===== src/hw/rtl/pfsc_pkg.sv =====
package pfsc_pkg;

    // Default sizing of the page tables
    localparam int DEF_PROCESSES         = 16;
    localparam int DEF_PAGES_PER_PROCESS = 32;
    localparam int DEF_FRAMES            = 256;
    localparam int DEF_PAGE_BYTES        = 1024;

    // Fixed widths of the port fields
    localparam int SLOT_W      = 4;
    localparam int ADDR_W      = 15;
    localparam int FRAME_NUM_W = 8;
    localparam int CHANCE_W    = 9;

endpackage


===== src/hw/rtl/pfsc_cdiv.sv =====
// Divide an unsigned value by a constant: reciprocal multiply, then one
// compare and subtract to fix the quotient.
module pfsc_cdiv #(
    parameter int WIDTH   = pfsc_pkg::ADDR_W,
    parameter int DIVISOR = pfsc_pkg::DEF_PAGE_BYTES
) (
    input  logic             clk,
    input  logic             rst_n,
    input  logic             start,
    input  logic [WIDTH-1:0] dividend,
    output logic             done,
    output logic [WIDTH-1:0] quotient,
    output logic [WIDTH-1:0] remainder
);

    localparam int DW    = $clog2(DIVISOR + 1);
    localparam int SHIFT = WIDTH + $clog2(DIVISOR);
    localparam int MW    = SHIFT + 1;
    localparam int PW    = WIDTH + MW;
    localparam int BW    = WIDTH + DW;
    localparam logic [MW-1:0] RECIP = MW'((64'd1 << SHIFT) / DIVISOR);

    logic             s1_valid_reg;
    logic [WIDTH-1:0] s1_dividend_reg;
    logic [PW-1:0]    s1_product_reg;
    logic             done_reg;
    logic [WIDTH-1:0] quotient_reg;
    logic [WIDTH-1:0] remainder_reg;

    logic [WIDTH-1:0] q0;
    logic [BW-1:0]    back;
    logic [WIDTH-1:0] r0;
    logic             fix;

    // Stage one: multiply by the reciprocal
    always_ff @(posedge clk or negedge rst_n)
    begin
        if (!rst_n)
        begin
            s1_valid_reg <= 1'b0;
            done_reg     <= 1'b0;
        end
        else
        begin
            s1_valid_reg <= start;
            done_reg     <= s1_valid_reg;
        end
    end

    always_ff @(posedge clk)
    begin
        if (start)
        begin
            s1_dividend_reg <= dividend;
            s1_product_reg  <= {{MW{1'b0}}, dividend} * {{WIDTH{1'b0}}, RECIP};
        end
    end

    // Stage two: estimate is exact or one short; correct it
    always_comb
    begin
        q0   = s1_product_reg[SHIFT +: WIDTH];
        back = BW'(q0) * BW'(DIVISOR);
        r0   = s1_dividend_reg - WIDTH'(back);
        fix  = (BW'(r0) >= BW'(DIVISOR));
    end

    always_ff @(posedge clk)
    begin
        if (s1_valid_reg)
        begin
            quotient_reg  <= fix ? q0 + 1'b1 : q0;
            remainder_reg <= fix ? r0 - WIDTH'(DIVISOR) : r0;
        end
    end

    assign done      = done_reg;
    assign quotient  = quotient_reg;
    assign remainder = remainder_reg;

endmodule


===== config.mk =====
export PLATFORM = sky130hd
export DESIGN_NAME = pfsc_cdiv
export DESIGN_NICKNAME = d
export VERILOG_FILES = /design/src/hw/rtl/pfsc_pkg.sv /design/src/hw/rtl/pfsc_cdiv.sv
export SDC_FILE = /design/constraint.sdc
export NUM_CORES = 1
export LEC_CHECK = 0
export BUFFER_PORTS_ARGS = -buffer_cell sky130_fd_sc_hd__buf_2
export CAP_MARGIN = 20
export CORE_UTILIZATION = 30
export CTS_BUF_LIST = sky130_fd_sc_hd__clkbuf_4 sky130_fd_sc_hd__clkbuf_8 sky130_fd_sc_hd__clkbuf_16
export CTS_CLUSTER_DIAMETER = 40
export DETAILED_ROUTE_END_ITERATION = 6
export PLACE_DENSITY = 0.54
export SLEW_MARGIN = 5
export SYNTH_ARGS = -nofsm -noshare
export SYNTH_HDL_FRONTEND = slang
export SYNTH_SLANG_ARGS = --single-unit
export TNS_END_PERCENT = 1

===== constraint.sdc =====
create_clock -name clk -period 1.9 [get_ports clk]
set_input_delay 0.285 -clock clk [delete_from_list [all_inputs] [get_ports clk]]
set_output_delay 0.285 -clock clk [all_outputs]
set_load 0.005 [all_outputs]

---- Word-level counts from Yosys, hierarchy flattened ----
Index checks and enable logic that the tools add are counted.
operators by class
  mux-type cells .......................... 2
  add/sub/neg operators ................... 3
  magnitude comparators ................... 1
operator list
  kind                                                   number
  >= comparator 15 x 11 -> 1 bit, second input constant  1
  2-to-1 mux 15 bit                                      1
  subtractor 15 x 11 -> 15 bit, second input constant    1
  subtractor 15 bit                                      1
  adder 5 x 1 -> 6 bit, second input constant            1
  2-to-1 mux 5 bit                                       1
storage, ports and cells
  output and inout bits ................... 31
  input bits .............................. 18
  flip-flop bits (word level) ............. 38
  logic and storage cells ................. 12

---- Longest topological paths before layout ----
Gate-level depths: netlist of run 1.
  depth in word-level cells ............... 3
  depth in mapped cells ................... 1
  mapped depth without buffers ............ 0

---- Worst setup path after synthesis of run 1 ----
Ideal clock, no wire load.
  path kind ............................... register to register
  from .................................... register s1_valid_reg
  to ...................................... register quotient_reg[0] (netlist: quotient[0]), enable pin
  setup time .............................. 0.366 ns
  slack ................................... 0.930 ns
  buffers on the path ..................... 0
  required time ........................... 1.534 ns
  arrival ................................. 0.604 ns
  stages on the path, launching flop included .. 1
  cell sequence ........................... dfrtp_1
RTL lines
  item                    RTL line         RTL
  from (decl)             pfsc_cdiv.sv:23  logic s1_valid_reg;
  from (signal assigned)  pfsc_cdiv.sv:45  s1_valid_reg <= start;
  to (signal assigned)    pfsc_cdiv.sv:72  quotient_reg <= fix ? q0 + 1'b1 : q0;
  to (decl)               pfsc_cdiv.sv:27  logic [WIDTH-1:0] quotient_reg;
No word-level cell between the ends.

---- Final worst setup path of run 1 ----
  from .................................... register remainder_reg[2] (netlist: remainder[2])
  to ...................................... output remainder[2]
RTL lines
  item                    RTL line         RTL
  from (decl)             pfsc_cdiv.sv:28  logic [WIDTH-1:0] remainder_reg;
  from (signal assigned)  pfsc_cdiv.sv:73  remainder_reg <= fix ? r0 - WIDTH'(DIVISOR) : r0;
  to (decl)               pfsc_cdiv.sv:13  output logic [WIDTH-1:0] remainder
No word-level cell between the ends.

==> results of run 1 <==
==> cell families after synthesis <==
kind of cell | count (synthesis) | synth area share (%)
flip-flops | 32 | 89.1
buffers and inverters | 15 | 10.6
other | 1 | 0.351
==> path summary, 6_finish.rpt <==
path                                    startpoint                  to  depth (start not counted)
worst max register to register        s1_valid_reg         quotient[4]                          0
worst min-delay path                   dividend[4]  s1_dividend_reg[4]                          1
min in group asynchronous                    rst_n        s1_valid_reg                          2
worst min register to register  s1_dividend_reg[2]        remainder[2]                          0
max in group asynchronous                    rst_n                done                          2
worst max-delay path                  remainder[2]        remainder[2]                          1
==> routing by layer <==
layer  up-vias  track usage [%]  part of all wire [%]
met5         -                0                     0
met4         0             5.71                  0.98
met3         2             5.88                    11
met2        35             12.3                    52
met1       228             8.41                    35
li1        225                -                     -
==> through the flow <==
stage	worst slack (ns)	power (mW)
6_report	0.767	1.29
5_1_grt	0.717	1.35
4_1_cts	0.747	1.31
3_5_place_dp	0.759	0.938
3_3_place_gp	0.826	0.934
2_1_floorplan	0.930	0.902
==> area by class of cell <==
class	count	area [µm²]
Fill cell	343	2070
Multi-Input combinational cell	15	56.3
Sequential cell	32	951
Timing Repair Buffer	34	175
Clock buffer	7	52.6
Tap cell	46	57.6
Clock inverter	1	3.75
==> cells in the mapped netlist <==
cell and count:
buf_4 15, conb_1 1, dfrtp_1 2, edfxtp_1 30
==> report_power, final <==
group          internal (mW)  switching, mW
combinational         0.0325         0.0329
sequential             0.837         0.0196
clock                  0.171          0.200
==> layout by cell type (no fill, tap or decap) <==
cell type,Yosys,layout
clkbuf_4,0,7
conb_1,1,15
buf_2,0,33
dlygate4sd3_1,0,1
dfrtp_1,2,2
edfxtp_1,30,30
clkinv_1,0,1
==> results.ini, run 1 <==
[clock_network]
cts.sinks=32
clock_path_buffers=2
tritoncts=yes
cts-resized-gates=0
clock_latency_ns=0.31
cts.clk_slew.worst_paths_ns=0.09
postCtsHoldBufs=1
numCtsBuffers=5
htree_levels=2
cts_root_buf=clkbuf_4
cts_setup_buffers=0

[job]
cap_violations=0

[power]
p_leak_nw=0.533
powerDensity_nw_per_um2=997
peakVddDrop_mv=0.564

[finish]
n_antenna_cell=0
syn2layout_area_growth_pct=21.5
post-route-util_pct=38.5
finalNonFillerCells=135
fin_area_um2=1300
layout-drive-gt1-share_pct=44.9
largest_register_ffs=15
nets=106

[drt]
drtIter0Drc=5
dr.pass1.iters=2
post_drt_wl_per_cell_um=10.6
wirelength_mm=1.43
detail-route-antenna-nets=0
via_count=490
drc_errors=0
vias_per_cell=3.63

[timing]
period_share_pct=59.7
fmaxAchievable_mhz=882
rsz0062_at_grt=false
slew_viol_final=0
finalHoldViolations=0
worstMarginPinSlew_ns=0.629
post-route-min-period_ns=1.13
slew_headroom_pct=58.1
finalSetupTns_ns=0
hold_ws_ns=0.143
skew_ns=0.00443
setup_viol=0

[logic_synthesis]
ys_seq_elements=32
yosysSeqAreaShare_pct=89.1
synth_top_area_share_pct=84.4
yosys-top-cells-area=edfxtp_1, buf_4, dfrtp_1, conb_1
syn_avg_cell_area_um2=22.2
syn-instance-count=48
synthesis.area_um2=1070
synth_top_area_cell=edfxtp_1
synth.distinct_cells=4
yosysWarnings=0

[critical_path]
slowest_delay_ns=0.40
crit_family=flip-flops
crit_fanout=1
worst-path-buf-inv=1
cp_cell_sequence=buf_2
cp.arrival_ns=0.85
cp-start-kind=register
required_ns=1.62
ff2ff_setup_slack_ns=0.79
setup.worst_path.class=register to output pin
crit_path_top_delay_cell=edfxtp_1
end_kind=output pin

[die]
core_area_um2=3360
io_pins=49
die_w_um=61.6
die_y_um=61.6
placementRows=21
initial_core_util_pct=31.7
dieArea_um2=3800

[placed_design]
portBuffers=33
place_congestion=0.661
dp_hpwl_um=991
post-place-cells=126
post_dp_cell_area_um2=1230

[grt]
antenna_found_initial=0
grt_max_degree=17
grt_pass1_wl_mm=1.97
track_usage_pct=8.36
grt_overflow=0
first_global_vias=423

[status]
status=complete, no violations

[worst_hold_path]
holdCritPathClass=input port to register

No activity file was read; power rests on OpenSTA's default activity.
==> run 2, diff against run 1 <==
--- a/config.mk
+++ b/config.mk
@@ -11,7 +11,7 @@
 export CTS_BUF_LIST = sky130_fd_sc_hd__clkbuf_4 sky130_fd_sc_hd__clkbuf_8 sky130_fd_sc_hd__clkbuf_16
 export CTS_CLUSTER_DIAMETER = 40
 export DETAILED_ROUTE_END_ITERATION = 6
-export PLACE_DENSITY = 0.54
+export PLACE_DENSITY = 0.56
 export SLEW_MARGIN = 5
 export SYNTH_ARGS = -nofsm -noshare
 export SYNTH_HDL_FRONTEND = slang
==> constraint.sdc (replaced) <==
create_clock -name clk -period 1 [get_ports clk]
set_input_delay 0.15 -clock clk [delete_from_list [all_inputs] [get_ports clk]]
set_output_delay 0.15 -clock clk [all_outputs]
set_load 0.005 [all_outputs]
==> run 2 against run 1 <==
The run now ends with setup timing left. Worst hold slack got worse by 0.028 ns. Highest routed layer unchanged. Sequential cell count unchanged. Via count is 9.8% higher. Die area did not move. Combinational power increased to 2.9 times the previous value.
==> results.ini, run 2 (synthesis results as in run 1) <==
[critical_path]
end_kind=output pin
crit_path_top_delay_cell=edfxtp_1
cp-start-kind=register
slowest_delay_ns=0.38
cp.arrival_ns=0.85
worst-path-buf-inv=1
setup.worst_path.class=register to output pin
crit_family=flip-flops
required_ns=0.85
cp_cell_sequence=buf_2
crit_fanout=1

[finish]
layout_commonest_cell=buf_2
n_antenna_cell=0
fillCellCount=317
post-route-util_pct=43.8
largest_register_ffs=15
layout_common_cells=buf_2, edfxtp_1, dlygate4sd3_1, conb_1, clkbuf_4
syn2layout_area_growth_pct=38.1
fin_area_um2=1470
layout-drive-gt1-share_pct=41.1
nets=124

[grt]
antenna_found_initial=0
track_usage_pct=9.87
grt_max_degree=17
first_global_vias=499
grt_pass1_wl_mm=2.35
grt_overflow=0

[drt]
detail-route-antenna-nets=0
post_drt_wl_per_cell_um=10.9
drtIter0Drc=7
drc_errors=0
vias_per_cell=3.52
wirelength_mm=1.66
dr.pass1.iters=2
via_count=538

[status]
status=finished, violations left
violations=setup timing

[clock_network]
clock_latency_ns=0.33
numCtsBuffers=5
cts_setup_buffers=0
cts-resized-gates=0
tritoncts=yes
clock_path_buffers=2
cts.sinks=32
cts_root_buf=clkbuf_4
htree_levels=2
cts.clk_slew.worst_paths_ns=0.10

[power]
power.share.clock_pct=29.7
switchingPower_mw=0.541
switching_share_pct=21.0
power_mw=2.57
seqPwrFrac_pct=63.0
intPower_mw=2.03
powerDensity_nw_per_um2=1750
p_leak_nw=0.615
peakVddDrop_mv=0.748
p_comb_share_pct=7.4

[die]
io_pins=49
die_y_um=61.6
placementRows=21
core_area_um2=3360
dieArea_um2=3800
die_w_um=61.6
initial_core_util_pct=31.7

[timing]
skew_ns=0.00625
setup_viol=1
slew_viol_final=0
finalHoldViolations=0
rsz0062_at_grt=true
worst_slack_ns=-0.00120
fmaxAchievable_mhz=999
hold_ws_ns=0.114
period_share_pct=100
post-route-min-period_ns=1.00

[job]
cap_violations=0

[placed_design]
place_congestion=0.656
portBuffers=33
post_dp_cell_area_um2=1250
preCtsSetupSlack_ns=0.196

[worst_hold_path]
holdCritPathClass=input port to async pin

[run 2: cell type report]
cell class                      instances  area (µm²)  area share [%]
Sequential cell                        32         951            64.5
Timing Repair Buffer                   52         348            23.6
Tap cell                               46        57.6            3.90
Multi-Input combinational cell         15        56.3            3.82
Clock buffer                            6        51.3            3.48
Clock inverter                          2        10.0           0.679
[run 2: what timing repair did]
action                                  4_1_cts  5_1_grt
endpoints found under the setup margin        4       16
pin swaps                                     0        0
hold buffers                                 16        0
endpoints found under the hold margin        17        0
[run 2: layer usage]
layer	share of wire, %	GRT usage (%)	wire [µm]
met5	0	0	0
met1	41	12.0	688
met2	48	14.6	801
met3	7.8	4.41	129
met4	2.5	5.71	41
[run 2: final timing paths]
path	cells past startpoint	end	startpoint	slack, ns
max	1	remainder[1]	remainder[1]	-0.001
min	2	done	rst_n	0.11
max reg2reg	1	remainder[5]	s1_valid_reg	0.19
min reg2reg	0	quotient[0]	s1_dividend_reg[10]	0.43
max in group asynchronous	2	s1_valid_reg	rst_n	0.79
min in group clk	1	s1_valid_reg	start	0.12
[run 2: power by group through the flow]
| stage | registers [mW] | clock network [mW] | logic [mW] |
|---|---|---|---|
| after detailed placement | 1.65 | 0 | 0.141 |
| final | 1.62 | 0.763 | 0.190 |
| after floorplan | 1.66 | 0 | 0.0548 |
| after global placement | 1.65 | 0 | 0.137 |
| after CTS | 1.62 | 0.769 | 0.189 |
| after global routing | 1.63 | 0.831 | 0.214 |
[run 2: stage by stage]
stage / TNS [ns] / cells
2_1_floorplan: 0 / 62
3_3_place_gp: 0 / 129
3_5_place_dp: 0 / 129
4_1_cts: -0.0496 / 153
5_1_grt: -0.561 / 153
6_report: -0.00120 / 153
==> run 3, diff against run 2 <==
--- a/config.mk
+++ b/config.mk
@@ -11,7 +11,7 @@
 export CTS_BUF_LIST = sky130_fd_sc_hd__clkbuf_4 sky130_fd_sc_hd__clkbuf_8 sky130_fd_sc_hd__clkbuf_16
 export CTS_CLUSTER_DIAMETER = 40
 export DETAILED_ROUTE_END_ITERATION = 6
-export PLACE_DENSITY = 0.56
+export PLACE_DENSITY = 0.64
 export SLEW_MARGIN = 5
 export SYNTH_ARGS = -nofsm -noshare
 export SYNTH_HDL_FRONTEND = slang
==> constraint.sdc (replaced) <==
create_clock -name clk -period 1.05 [get_ports clk]
set_input_delay 0.1575 -clock clk [delete_from_list [all_inputs] [get_ports clk]]
set_output_delay 0.1575 -clock clk [all_outputs]
set_load 0.005 [all_outputs]
==> run 3 against run 2 <==
The flow now finishes without violations. Sequential power shrank 5%. Cell area shrank 0.93%. Wire length fell by 11%. Clock skew up 0.0040 ns. Final cell count is 2.0% lower. Critical path type unchanged. Highest routed layer is now met3.
==> results.ini, run 3 (synthesis results as in run 1) <==
[critical_path]
ff2ff_setup_slack_ns=0.23
crit_family=flip-flops
cp-start-kind=register
crit_fanout=1
setup.worst_path.class=register to output pin
worst-path-buf-inv=1
cp.arrival_ns=0.86
crit_path_top_delay_cell=edfxtp_1
end_kind=output pin
slowest_delay_ns=0.39
required_ns=0.89
cp_cell_sequence=buf_2

[clock_network]
htree_levels=2
numCtsBuffers=5
cts_root_buf=clkbuf_4
clock_path_buffers=2
cts-resized-gates=0
tritoncts=yes
clock_latency_ns=0.32
cts.sinks=32
cts.clk_slew.worst_paths_ns=0.09

[timing]
period_share_pct=96.4
post-route-min-period_ns=1.01
finalHoldViolations=0
skew_ns=0.0103
worst_slack_ns=0.0374
hold_ws_ns=0.0179
fmaxAchievable_mhz=988
slew_viol_final=0
rsz0062_at_grt=true
finalSetupTns_ns=0
setup_viol=0

[drt]
detail-route-antenna-nets=0
dr.pass1.iters=2
vias_per_cell=3.62
post_drt_wl_per_cell_um=9.85
top_layer=met3
wirelength_mm=1.48
wl_met2_um=733
via_count=543
drtIter0Drc=7
drc_errors=0
m1WireLength_um=569
dr_wl_met3_um=174

[power]
peakVddDrop_mv=0.833
p_leak_nw=0.604
powerDensity_nw_per_um2=1660
power_mw=2.43

[finish]
n_antenna_cell=0
multiInputGateArea_um2=56.3
fin_area_um2=1460
ff_latch_area_um2=951
fillCellCount=320
syn2layout_area_growth_pct=36.8
layout_commonest_cell=buf_2
layout-drive-gt1-share_pct=40.4
largest_register_ffs=15
layout_common_cells=buf_2, edfxtp_1, conb_1, dlygate4sd3_1, clkbuf_4
nets=121
finalNonFillerCells=150
post-route-util_pct=43.4

[placed_design]
dp_hpwl_um=942
post_dp_cell_area_um2=1260
place_congestion=0.606
preCtsSetupSlack_ns=0.233
post-place-cells=128
portBuffers=33

[grt]
grt_max_degree=17
antenna_found_initial=0
first_global_vias=399
grt_pass1_wl_mm=1.86
track_usage_pct=8.00
grt_overflow=0

[die]
core_area_um2=3360
placementRows=21
initial_core_util_pct=31.7
dieArea_um2=3800
die_y_um=61.6
io_pins=49
die_w_um=61.6

[job]
cap_violations=0

[status]
status=complete, no violations

[worst_hold_path]
holdCritPathClass=input port to register

==> run 3: area by class of cell <==
cell class                 count  share of cell area, %
tap                           46                   3.94
sequential                    32                   65.1
multi-input combinational     15                   3.86
clock inverter                 1                  0.257
timing repair buffer          49                   22.8
clock buffer                   7                   4.03
==> run 3: metal layers <==
| layer | track usage, % | vias to the layer above |
|---|---|---|
| met5 | 0 | - |
| met1 | 9.10 | 246 |
| met3 | 6.72 | 0 |
| met2 | 10.6 | 42 |
| met4 | 3.81 | 0 |
| li1 | - | 255 |
==> run 3: worst paths after layout <==
path | start | to | cells after the start
setup / recovery | remainder[3] | remainder[3] | 1
hold / removal | dividend[0] | s1_dividend_reg[0] | 1
setup reg to reg | s1_valid_reg | remainder[0] | 1
hold reg to reg | s1_dividend_reg[3] | remainder[3] | 0
max in group asynchronous | rst_n | done | 2
min in group asynchronous | rst_n | s1_valid_reg | 2
==> run 3: where the power goes <==
| part | internal (mW) | leakage (nW) | switching, mW | total, mW |
|---|---|---|---|---|
| logic | 0.100 | 0.251 | 0.0777 | 0.178 |
| registers | 1.51 | 0.317 | 0.0256 | 1.54 |
| clock network | 0.346 | 0.0364 | 0.363 | 0.709 |
==> run 3: repair_timing <==
action                                  in CTS  in global routing
hold buffers                                 2                 12
setup buffers                                0                  0
endpoints found under the setup margin       0                  2
endpoints found under the hold margin        3                 12
